## src/sv/fmg_pkg.sv

```systemverilog
package fmg_pkg;

  localparam int DEGREE_W   = 16;
  localparam int MODE_W     = 2;
  localparam int CFG_INDEX_W = 3;

  typedef logic [MODE_W-1:0]      shape_mode_t;
  typedef logic [CFG_INDEX_W-1:0] cfg_index_t;

  localparam shape_mode_t MODE_FALL = 2'd0;
  localparam shape_mode_t MODE_RISE = 2'd1;
  localparam shape_mode_t MODE_TRAP = 2'd2;
  localparam shape_mode_t MODE_RESET = MODE_TRAP;

  localparam cfg_index_t CFG_SHAPE_MODE = 3'd0;
  localparam cfg_index_t CFG_BREAK_A    = 3'd1;
  localparam cfg_index_t CFG_BREAK_B    = 3'd2;
  localparam cfg_index_t CFG_BREAK_C    = 3'd3;
  localparam cfg_index_t CFG_BREAK_D    = 3'd4;

  typedef enum logic [1:0] {
    KIND_ZERO,
    KIND_ONE,
    KIND_RAMP,
    KIND_DIV
  } grade_kind_t;

endpackage

```

## src/sv/fuzzy_membership_grade_unit.sv

```systemverilog
// Trapezoidal fuzzifier: maps a signed crisp sample to a membership degree with
// FRACTION_BITS fraction bits (1 << FRACTION_BITS is 1.0), shown on 16 bits.
// Channels: in_* carries one crisp sample per transaction, out_* one degree per
// transaction, both with valid/ready. cfg_* writes shape_mode (index 0) and the
// breakpoints break_a..break_d (indexes 1..4); cfg_ready is always high. The user
// must make writes only while the block is idle; the block does not enforce this.
// Pipeline: one stage compares the sample with the breakpoints, one resolves the
// ramp, FRACTION_BITS stages each produce one quotient bit of the restoring
// divider, and one output register follows.
// Throughput: one transaction per cycle while the output is not stalled; every
// divider step has a stage of its own, so a sample can enter each cycle.
// Reset: the pipeline empties and the registers return to trapezoid shape with
// all breakpoints at zero.
// Stall: when out_ready is low the result holds in the output register and
// earlier stages keep filling empty slots; in_ready drops only once every
// stage is occupied. Nothing is lost or repeated.
module fuzzy_membership_grade_unit #(
  parameter int VALUE_WIDTH   = 16,
  parameter int FRACTION_BITS = 15
) (
  input  logic                                clk,
  input  logic                                rst_n,
  input  logic                                in_valid,
  output logic                                in_ready,
  input  logic signed [VALUE_WIDTH-1:0]       in_crisp_value,
  output logic                                out_valid,
  input  logic                                out_ready,
  output logic [fmg_pkg::DEGREE_W-1:0]        out_degree,
  input  logic                                cfg_valid,
  output logic                                cfg_ready,
  input  logic [fmg_pkg::CFG_INDEX_W-1:0]     cfg_index,
  input  logic [VALUE_WIDTH-1:0]              cfg_data
);
  import fmg_pkg::*;

  localparam int W  = VALUE_WIDTH;
  localparam int F  = FRACTION_BITS;
  localparam int NS = F + 2;
  localparam logic signed [W:0] ZERO_V = '0;

  shape_mode_t            shape_r;
  logic signed [W-1:0]    break_a_r;
  logic signed [W-1:0]    break_b_r;
  logic signed [W-1:0]    break_c_r;
  logic signed [W-1:0]    break_d_r;

  logic [NS-1:0]          v_r;
  logic [NS:0]            mv;
  grade_kind_t            kind_r [0:NS-1];
  logic signed [W:0]      num0_r;
  logic signed [W:0]      den0_r;
  logic [W-1:0]           rem_r [1:NS-1];
  logic [W-1:0]           den_r [1:NS-1];
  logic [F-1:0]           q_r   [1:NS-1];

  logic                   out_valid_r;
  logic [DEGREE_W-1:0]    out_degree_r;

  grade_kind_t            kind0_nxt;
  logic signed [W:0]      num0_nxt;
  logic signed [W:0]      den0_nxt;
  logic signed [W:0]      xe, ae, be, ce, de;
  grade_kind_t            kind1_nxt;
  logic [F+DEGREE_W:0]    grade_w;
  logic [DEGREE_W-1:0]    out_degree_nxt;

  assign cfg_ready = 1'b1;

  always_ff @(posedge clk) begin
    if (!rst_n) begin
      shape_r   <= MODE_RESET;
      break_a_r <= '0;
      break_b_r <= '0;
      break_c_r <= '0;
      break_d_r <= '0;
    end else if (cfg_valid) begin
      case (cfg_index)
        CFG_SHAPE_MODE: shape_r   <= cfg_data[MODE_W-1:0];
        CFG_BREAK_A:    break_a_r <= cfg_data;
        CFG_BREAK_B:    break_b_r <= cfg_data;
        CFG_BREAK_C:    break_c_r <= cfg_data;
        CFG_BREAK_D:    break_d_r <= cfg_data;
        default: ;
      endcase
    end
  end

  // advance a stage when it is empty or its content moves on
  assign mv[NS] = !out_valid_r || out_ready;
  genvar g;
  generate
    for (g = 0; g < NS; g++) begin : g_mv
      assign mv[g] = !v_r[g] || mv[g+1];
    end
  endgenerate
  assign in_ready = mv[0];

  // stage 0: place the sample against the breakpoints
  always_comb begin
    xe = {in_crisp_value[W-1], in_crisp_value};
    ae = {break_a_r[W-1], break_a_r};
    be = {break_b_r[W-1], break_b_r};
    ce = {break_c_r[W-1], break_c_r};
    de = {break_d_r[W-1], break_d_r};
    kind0_nxt = KIND_ZERO;
    num0_nxt  = ZERO_V;
    den0_nxt  = ZERO_V;
    case (shape_r)
      MODE_FALL: begin
        if (xe <= ae) begin
          kind0_nxt = KIND_ONE;
        end else if (xe > be) begin
          kind0_nxt = KIND_ZERO;
        end else begin
          kind0_nxt = KIND_RAMP;
          num0_nxt  = be - xe;
          den0_nxt  = be - ae;
        end
      end
      MODE_RISE: begin
        if (xe <= ae) begin
          kind0_nxt = KIND_ZERO;
        end else if (xe > be) begin
          kind0_nxt = KIND_ONE;
        end else begin
          kind0_nxt = KIND_RAMP;
          num0_nxt  = xe - ae;
          den0_nxt  = be - ae;
        end
      end
      MODE_TRAP: begin
        if (xe <= ae || xe >= de) begin
          kind0_nxt = KIND_ZERO;
        end else if (xe >= be && xe <= ce) begin
          kind0_nxt = KIND_ONE;
        end else if (xe < be) begin
          kind0_nxt = KIND_RAMP;
          num0_nxt  = xe - ae;
          den0_nxt  = be - ae;
        end else begin
          kind0_nxt = KIND_RAMP;
          num0_nxt  = de - xe;
          den0_nxt  = de - ce;
        end
      end
      default: kind0_nxt = KIND_ZERO;
    endcase
  end

  // stage 1: guard the divisor and saturate
  always_comb begin
    kind1_nxt = kind_r[0];
    if (kind_r[0] == KIND_RAMP) begin
      if (num0_r <= ZERO_V || den0_r <= ZERO_V) begin
        kind1_nxt = KIND_ZERO;
      end else if (num0_r >= den0_r) begin
        kind1_nxt = KIND_ONE;
      end else begin
        kind1_nxt = KIND_DIV;
      end
    end
  end

  always_ff @(posedge clk) begin
    if (!rst_n) begin
      v_r[0] <= 1'b0;
      v_r[1] <= 1'b0;
    end else begin
      if (mv[0]) v_r[0] <= in_valid;
      if (mv[1]) v_r[1] <= v_r[0];
    end
  end

  always_ff @(posedge clk) begin
    if (mv[0]) begin
      kind_r[0] <= kind0_nxt;
      num0_r    <= num0_nxt;
      den0_r    <= den0_nxt;
    end
    if (mv[1]) begin
      kind_r[1] <= kind1_nxt;
      rem_r[1]  <= num0_r[W-1:0];
      den_r[1]  <= den0_r[W-1:0];
      q_r[1]    <= '0;
    end
  end

  // stages 2 .. F+1: one restoring division step each
  generate
    for (g = 2; g < NS; g++) begin : g_div
      logic [W:0]   trial;
      logic [W:0]   diff;
      logic         ge;
      logic [W-1:0] rem_nxt;
      logic [F-1:0] q_nxt;

      assign trial   = {rem_r[g-1], 1'b0};
      assign diff    = trial - {1'b0, den_r[g-1]};
      assign ge      = trial >= {1'b0, den_r[g-1]};
      assign rem_nxt = ge ? diff[W-1:0] : trial[W-1:0];
      assign q_nxt   = {q_r[g-1][F-2:0], ge};

      always_ff @(posedge clk) begin
        if (!rst_n) begin
          v_r[g] <= 1'b0;
        end else if (mv[g]) begin
          v_r[g] <= v_r[g-1];
        end
      end

      always_ff @(posedge clk) begin
        if (mv[g]) begin
          kind_r[g] <= kind_r[g-1];
          rem_r[g]  <= rem_nxt;
          den_r[g]  <= den_r[g-1];
          q_r[g]    <= q_nxt;
        end
      end
    end
  endgenerate

  always_comb begin
    grade_w = '0;
    case (kind_r[NS-1])
      KIND_ONE: grade_w[F]     = 1'b1;
      KIND_DIV: grade_w[F-1:0] = q_r[NS-1];
      default:  grade_w        = '0;
    endcase
    out_degree_nxt = grade_w[DEGREE_W-1:0];
  end

  always_ff @(posedge clk) begin
    if (!rst_n) begin
      out_valid_r <= 1'b0;
    end else if (mv[NS]) begin
      out_valid_r <= v_r[NS-1];
    end
  end

  always_ff @(posedge clk) begin
    if (mv[NS]) begin
      out_degree_r <= out_degree_nxt;
    end
  end

  assign out_valid  = out_valid_r;
  assign out_degree = out_degree_r;

  a_ready_when_empty: assert property (@(posedge clk) disable iff (!rst_n)
    !out_valid_r |-> in_ready)
    else $error("input stalled with an empty output register");

  a_ramp_resolved: assert property (@(posedge clk) disable iff (!rst_n)
    v_r[1] |-> kind_r[1] != KIND_RAMP)
    else $error("unresolved ramp left the guard stage");

  a_div_start: assert property (@(posedge clk) disable iff (!rst_n)
    (v_r[1] && kind_r[1] == KIND_DIV) |-> (rem_r[1] < den_r[1] && den_r[1] != '0))
    else $error("divider entered with numerator not below divisor");

  a_div_end: assert property (@(posedge clk) disable iff (!rst_n)
    (v_r[NS-1] && kind_r[NS-1] == KIND_DIV) |-> rem_r[NS-1] < den_r[NS-1])
    else $error("divider remainder out of range");

  a_full_stall: assert property (@(posedge clk) disable iff (!rst_n)
    (out_valid_r && !out_ready && $countones(v_r) == NS) |-> !in_ready)
    else $error("input accepted into a full pipeline");

endmodule

```

## config.mk

```make
export PLATFORM = sky130hd
export DESIGN_NAME = fuzzy_membership_grade_unit
export DESIGN_NICKNAME = d
export VERILOG_FILES = /design/src/sv/fmg_pkg.sv /design/src/sv/fuzzy_membership_grade_unit.sv
export SDC_FILE = /design/constraint.sdc
export NUM_CORES = 2
export LEC_CHECK = 0
export ABC_AREA = 1
export BUFFER_PORTS_ARGS = -buffer_cell sky130_fd_sc_hd__buf_2
export CAP_MARGIN = 20
export CORE_MARGIN = 2
export CORE_UTILIZATION = 55
export DETAILED_ROUTE_END_ITERATION = 10
export PLACE_DENSITY_LB_ADDON = 0.15
export SLEW_MARGIN = 25
export SYNTH_ARGS = -nofsm -noshare
export SYNTH_HDL_FRONTEND = slang
export SYNTH_SLANG_ARGS = --single-unit
```

## constraint.sdc

```tcl
create_clock -name clk -period 5.7 [get_ports clk]
set_input_delay 0 -clock clk [delete_from_list [all_inputs] [get_ports clk]]
set_output_delay 0 -clock clk [all_outputs]
set_load 0.01 [all_outputs]
```

# Yosys cells after proc, flatten, opt, wreduce, memory -nomap -nowiden
# Memories as Yosys holds them, arrays and structs flattened. A register that Yosys moved wholly into a read port is not among the register bits.
# Index checks and enable logic that the tools add are counted.
# Widths: inputs -> output; s select.
[word_totals] reg_bits=119 latchBits=0 ramBits=786 mem_bits_ro=0 in_bits=40 output_inout_bits=19 n_memories=4
[mem_list] memory="den_r" words=16 width=16 read_ports=15 rd_clocked_by_memory_dff=0 write_ports=16 line_no="fuzzy_membership_grade_unit.sv:53" source="logic [W-1:0] den_r [1:NS-1];"
[mem_list] memory="rem_r" words=16 width=16 read_ports=15 rd_clocked_by_memory_dff=0 write_ports=16 line_no="fuzzy_membership_grade_unit.sv:52" source="logic [W-1:0] rem_r [1:NS-1];"
[mem_list] memory="q_r" words=16 width=15 read_ports=16 rd_clocked_by_memory_dff=1 write_ports=16 line_no="fuzzy_membership_grade_unit.sv:54" source="logic [F-1:0] q_r [1:NS-1];"
[mem_list] memory="kind_r" words=17 width=2 read_ports=17 rd_clocked_by_memory_dff=0 write_ports=17 line_no="fuzzy_membership_grade_unit.sv:49" source="grade_kind_t kind_r [0:NS-1];"
[classes] addsub=20 mul=0 n_div=0 order_cmp=24 eq_ne=9 n_shift=0 n_mux=74 bitwise_logic=0 n_reduce_logical=48
[op_table] operator="$ge 17x16->1" n=15
[op_table] operator="$mux 16" n=15
[op_table] operator="$sub 16x16->16" n=15
[op_table] operator="$mux 17" n=12
[op_table] operator="$sub 16x16->17" n=5
[op_table] operator="$pmux 17 s3" n=1
[op_table] operator="$mux 1" n=35
[op_table] operator="$le 17x1->1 const B" n=2
[op_table] operator="$pmux 17 s2" n=1
[op_table] operator="$ge 16x16->1" n=2
[op_table] operator="$le 16x16->1" n=2
[op_table] operator="$logic_or 1x1->1" n=20
[op_table] operator="$logic_not 1->1" n=19
[op_table] operator="$mux 2" n=9
[op_table] operator="$ge 17x17->1" n=1
[op_table] operator="$gt 16x16->1" n=1
[op_table] operator="$lt 16x16->1" n=1
[op_table] operator="$reduce_and 2->1" n=5
[op_table] operator="$eq 2x2->1 const B" n=3
[op_table] operator="$eq 3x2->1 const B" n=2
[op_table] operator="$pmux 2 s3" n=1
[op_table] operator="$eq 2x1->1 const B" n=2
[op_table] operator="$eq 3x1->1 const B" n=1
[op_table] operator="$eq 3x3->1 const B" n=1
[op_table] operator="4 further kinds" n=4

# Logic depth before layout (Yosys ltp)
[logic_depth] word_depth=21 ltp_mapped=19

# Worst setup path before layout
# No wires, ideal clock.
[synth_timing] kind="flip-flop to flip-flop" startpoint="reg out_valid_r (netlist: out_valid)" endpoint="reg den0_r[0] (enable)" arrival_ps=5685 required_ps=4984 slack_ps=-702 path_stages_with_launch=10 path_buffers=0 period_less_slack_ps=6402 path_cell_list="dfxtp_1 nand3_2 nor2_2 nand4_2 nor2_2 nand4_2 nor2_4 nand4_2 nor2_2 nand4_1"
[synth_via] elab_chain_cells=19
[synth_lines] element="start, declared" line_no="fuzzy_membership_grade_unit.sv:56" source="logic out_valid_r;"
[synth_lines] element="start signal, assigned" line_no="fuzzy_membership_grade_unit.sv:236" source="out_valid_r <= v_r[NS-1];"
[synth_lines] element="$logic_not 1->1" line_no="fuzzy_membership_grade_unit.sv:89" source="assign mv[NS] = !out_valid_r || out_ready;"
[synth_lines] element="$logic_or 1x1->1" line_no="fuzzy_membership_grade_unit.sv:89"
[synth_lines] element="$logic_or 1x1->1" line_no="fuzzy_membership_grade_unit.sv:93" source="assign mv[g] = !v_r[g] || mv[g+1];"
[synth_lines] element="via mv[16]" line_no="fuzzy_membership_grade_unit.sv:48" source="logic [NS:0] mv;"
[synth_lines] element="$logic_or 1x1->1 (4 in a row)" line_no="fuzzy_membership_grade_unit.sv:93"
[synth_lines] element="via mv[12]" line_no="fuzzy_membership_grade_unit.sv:48"
[synth_lines] element="$logic_or 1x1->1 (4 in a row)" line_no="fuzzy_membership_grade_unit.sv:93"
[synth_lines] element="via mv[8]" line_no="fuzzy_membership_grade_unit.sv:48"
[synth_lines] element="$logic_or 1x1->1 (4 in a row)" line_no="fuzzy_membership_grade_unit.sv:93"
[synth_lines] element="via mv[4]" line_no="fuzzy_membership_grade_unit.sv:48"
[synth_lines] element="$logic_or 1x1->1 (4 in a row)" line_no="fuzzy_membership_grade_unit.sv:93"
[synth_lines] element="via in_ready" line_no="fuzzy_membership_grade_unit.sv:24" source="output logic in_ready,"
[synth_lines] element="end signal, assigned" line_no="fuzzy_membership_grade_unit.sv:178" source="den0_r <= den0_nxt;"
[synth_lines] element="end, declared" line_no="fuzzy_membership_grade_unit.sv:51" source="logic signed [W:0] den0_r;"
# The timed path passes the listed nets, and every way through them passes these cells.
# A chain may end at the register's enable or synchronous reset.

# Worst setup path after layout
[layout_timing] startpoint="reg out_valid_r (netlist: out_valid)" endpoint="out in_ready"
[layout_via] elab_chain_cells=19
[layout_lines] element="$logic_not 1->1" line_no="fuzzy_membership_grade_unit.sv:89"
[layout_lines] element="$logic_or 1x1->1" line_no="fuzzy_membership_grade_unit.sv:89"
[layout_lines] element="$logic_or 1x1->1" line_no="fuzzy_membership_grade_unit.sv:93"
[layout_lines] element="via mv[16]" line_no="fuzzy_membership_grade_unit.sv:48"
[layout_lines] element="$logic_or 1x1->1 (4 in a row)" line_no="fuzzy_membership_grade_unit.sv:93"
[layout_lines] element="via mv[12]" line_no="fuzzy_membership_grade_unit.sv:48"
[layout_lines] element="$logic_or 1x1->1 (4 in a row)" line_no="fuzzy_membership_grade_unit.sv:93"
[layout_lines] element="via mv[8]" line_no="fuzzy_membership_grade_unit.sv:48"
[layout_lines] element="$logic_or 1x1->1 (4 in a row)" line_no="fuzzy_membership_grade_unit.sv:93"
[layout_lines] element="via mv[4]" line_no="fuzzy_membership_grade_unit.sv:48"
[layout_lines] element="$logic_or 1x1->1 (4 in a row)" line_no="fuzzy_membership_grade_unit.sv:93"
[layout_lines] element="end, declared" line_no="fuzzy_membership_grade_unit.sv:24"
# The timed path passes the listed nets, and every way through them passes these cells.

==> flow_summary.toml <==
[outcome]
status = "completed"

[flow_run]
drv_cap = 0

[critical_path]
worst-setup-path-type = "reg -> out"
cp_data_required_time_ns = 5.70
critical_path.startpoint = "out_valid"
regToRegEndpoint = "den0_r[1]"
arrival_ns = 4.49
cp-endpoint = "in_ready"
critPathLaunchType = "register"
setup.reg_to_reg.worst_slack_ns = 1.75
r2r-start = "out_valid"
cp_max_fo = 47
worst_r2r_path_depth = 11
critical_path.endpoint_type = "output pin"

[yosys]
yosysTopAreaCell = "edfxtp_1"
synth_async_sr_flop_share = 0
postSynth.topFlopCell = "edfxtp_1"
synth.top_cells.by_area = "edfxtp_1, ha_1, nand2_1, inv_1, o21ai_0"
yosysWarningCount = 0
synth_edf_count = 684
syn_nets = 4788
yosys_register_bits = 768
count_of_different_cell_masters_after_synthesis = 60
netlist_area_um2 = 42710
synthesis.instances = 4375
post-synth-top-area-fraction = 0.4809
synth_seq_area_share = 0.5203
synth.avg_cell_area_um2 = 9.762

[clock_network]
cts-root-to-sink-buffers = 3
cts.repair.resized = 0
cts_tree = "built"
numCtsBuffers = 83
clock_insertion_delay_worst_skew_ns = 0.65
worst_setup_hold_path_clk_slew_ns = 0.06
htree_num_levels = 3
numClockSinks = 768
cts-root-buf = "clkbuf_16"

[sta]
finalSetupTns_ns = 0
fmax_mhz = 222.6
worst_slew_pin_slew_ns = 0.9752
finalCritPeriodShare = 0.7883
rsz0062_at_grt = "no"
final.setup_skew_ns = 0.03477
worst_case_headroom_to_the_max_slew_limit = 0.3492
final.min_clock_period_ns = 4.493
setup_viol = 0
hold_viol_final = 0
final_max_slew_viol_count = 0
final.setup.worst_slack_ns = 1.207

[hold_path]
hp-class = "in -> reg"
min_from = "out_ready"
holdPathStages = 4

[floorplan]
fp-row-count = 102
die_height_um = 282.7
initial_utilization = 0.5531
placeableCoreArea_um2 = 77210
die-width_um = 282.7
boundaryPins = 59
dieArea_um2 = 79890

[placement]
hpwl_um = 74990
port_buffers = 57
dp_slack_ns = 1.706
gp_routability_congestion = 0.9870

[final_layout]
most-common-layout-cells = "nand2_1, edfxtp_1, inv_1, ha_1, o21ai_0"
final_common_cell = "nand2_1"
area_growth_syn_to_layout_pct = 10.39
drive_gt1_frac = 0.05386
layout.nets = 4911
antenna-diode-count = 0

[detailed_routing]
wire_per_inst_um = 17.39
remaining_drc_errors = 0
drt-vias-per-instance = 5.431
ant_nets = 0
drtIter0Drc = 2253
firstDrtPassIters = 6
routed_wirelength_um = 97510
num_vias = 30450

[global_route]
overflow = 0
groute.usage.overall = 0.2481
grt_start_max_net_pins = 63
grt_first_pass_wirelength_um = 155200
vias_in_the_first_global_route = 29332
grt_antenna_before_repair = 0

[pwr]
leak_pwr_nw = 20.30
part_of_the_power_in_the_clock_network = 0.211
vdd_drop_max_mv = 0.3077
power.density_nw_per_um2 = 536.3
netSwitchingFraction = 0.3773
share_seq_of_total_power = 0.371
switching_power_mw = 9.541
internal_power_mw = 15.74
power_frac_comb = 0.417
layer usage:
metal  track usage  vias to the layer above  part of all wire
met5             0                        -                 0
met4       0.08751                        0             0.036
met3       0.03130                      189             0.042
met2        0.4109                      693              0.47
met1        0.3368                    14230              0.45
li1              -                    15338                 -
critical path, stage by stage, from the launching register on:
cell     delay, ns
dfxtp_1       0.35
nand3_2       0.43
nor2_2        0.33
nand4_4       0.70
nor2_2        0.41
nand4_4       0.16
nor2_4        0.15
nand4_2       0.09
buf_4         0.28
nor2_2        0.24
nand4_1       0.13
buf_4         0.31
buf_2         0.21
sequential cells by signal (all words and copies together) (netlist names):
signal / count
out_valid: 1
shape_r: 2
q_r: 120
break_c_r: 16
break_a_r: 16
out_degree: 16
v_r: 17
break_d_r: 16
den_r: 240
num0_r: 17
rem_r: 240
den0_r: 17
break_b_r: 16
kind_r: 34
synthesized netlist by cell type, types with 11 or more instances:
cell and number:
a211oi_1 21, a21o_1 40, a21oi_1 314, a31oi_1 40, buf_2 23, buf_4 25
clkbuf_1 25, dfxtp_1 84, edfxtp_1 684, fa_1 19, ha_1 354, inv_1 598
nand2_1 785, nand3_1 189, nand3b_1 21, nand4_1 41, nor2_1 315, nor3_1 48
nor4_1 23, o2111ai_1 13, o21ai_0 342, o21ai_1 38, o221ai_1 11, xnor2_1 120
xor2_1 120
worst min-delay path by stage:
stage / to / slack, ns
global route: v_r[16] / 0.04
finish: v_r[16] / 0.01
CTS: v_r[16] / 0.01
detailed placement: break_b_r[6] / 0.30
global placement: break_b_r[6] / 0.29
floorplan: v_r[0] / 0.13
repair_timing:
item | 4_1_cts | 5_1_grt
setup buffers | 0 | 0
endpoints found under the hold margin | 69 | 0
hold buffers | 38 | 0
endpoints found under the setup margin | 0 | 0
final cells by class:
class | instances | area [um2]
fill | 6490 | 30070
sequential | 768 | 22220
multi-input combinational | 2928 | 17830
inverter | 602 | 2262
clock buffer | 104 | 2188
tap | 1040 | 1301
timing repair buffer | 115 | 815.8
clock inverter | 50 | 520.5
cells by family after synthesis:
family,synth area share
AOI/OAI and AO/OA,0.1095
xor gates and xnor gates,0.04922
other,0.00008781
adders and majority gates,0.1126
DFF,0.5203
buffers and inverters,0.06316
and+or+nand+nor,0.1451
power groups by stage:
stage / registers [mW] / logic, mW / clock network, mW
after floorplan: 9.06 / 8.39 / 0
after global placement: 9.50 / 10.2 / 0
after detailed placement: 9.52 / 10.4 / 0
after CTS: 9.42 / 10.5 / 5.46
after global routing: 9.55 / 12.0 / 5.69
final: 9.39 / 10.6 / 5.34
per-stage QoR:
stage | instances | hold WS [ns] | utilization | power (mW) | area (um2)
after floorplan | 4375 | 0.1340 | - | 17.45 | 42720
after global placement | 5415 | 0.2853 | 0.5704 | 19.74 | 44040
after detailed placement | 5415 | 0.2970 | 0.5705 | 19.92 | 44050
after CTS | 5607 | 0.01091 | 0.6105 | 25.36 | 47140
after global routing | 5607 | 0.03702 | 0.6106 | 27.28 | 47140
final | 5607 | 0.01305 | 0.6106 | 25.28 | 47140
Note: power is estimated with default switching activity, not from simulation.
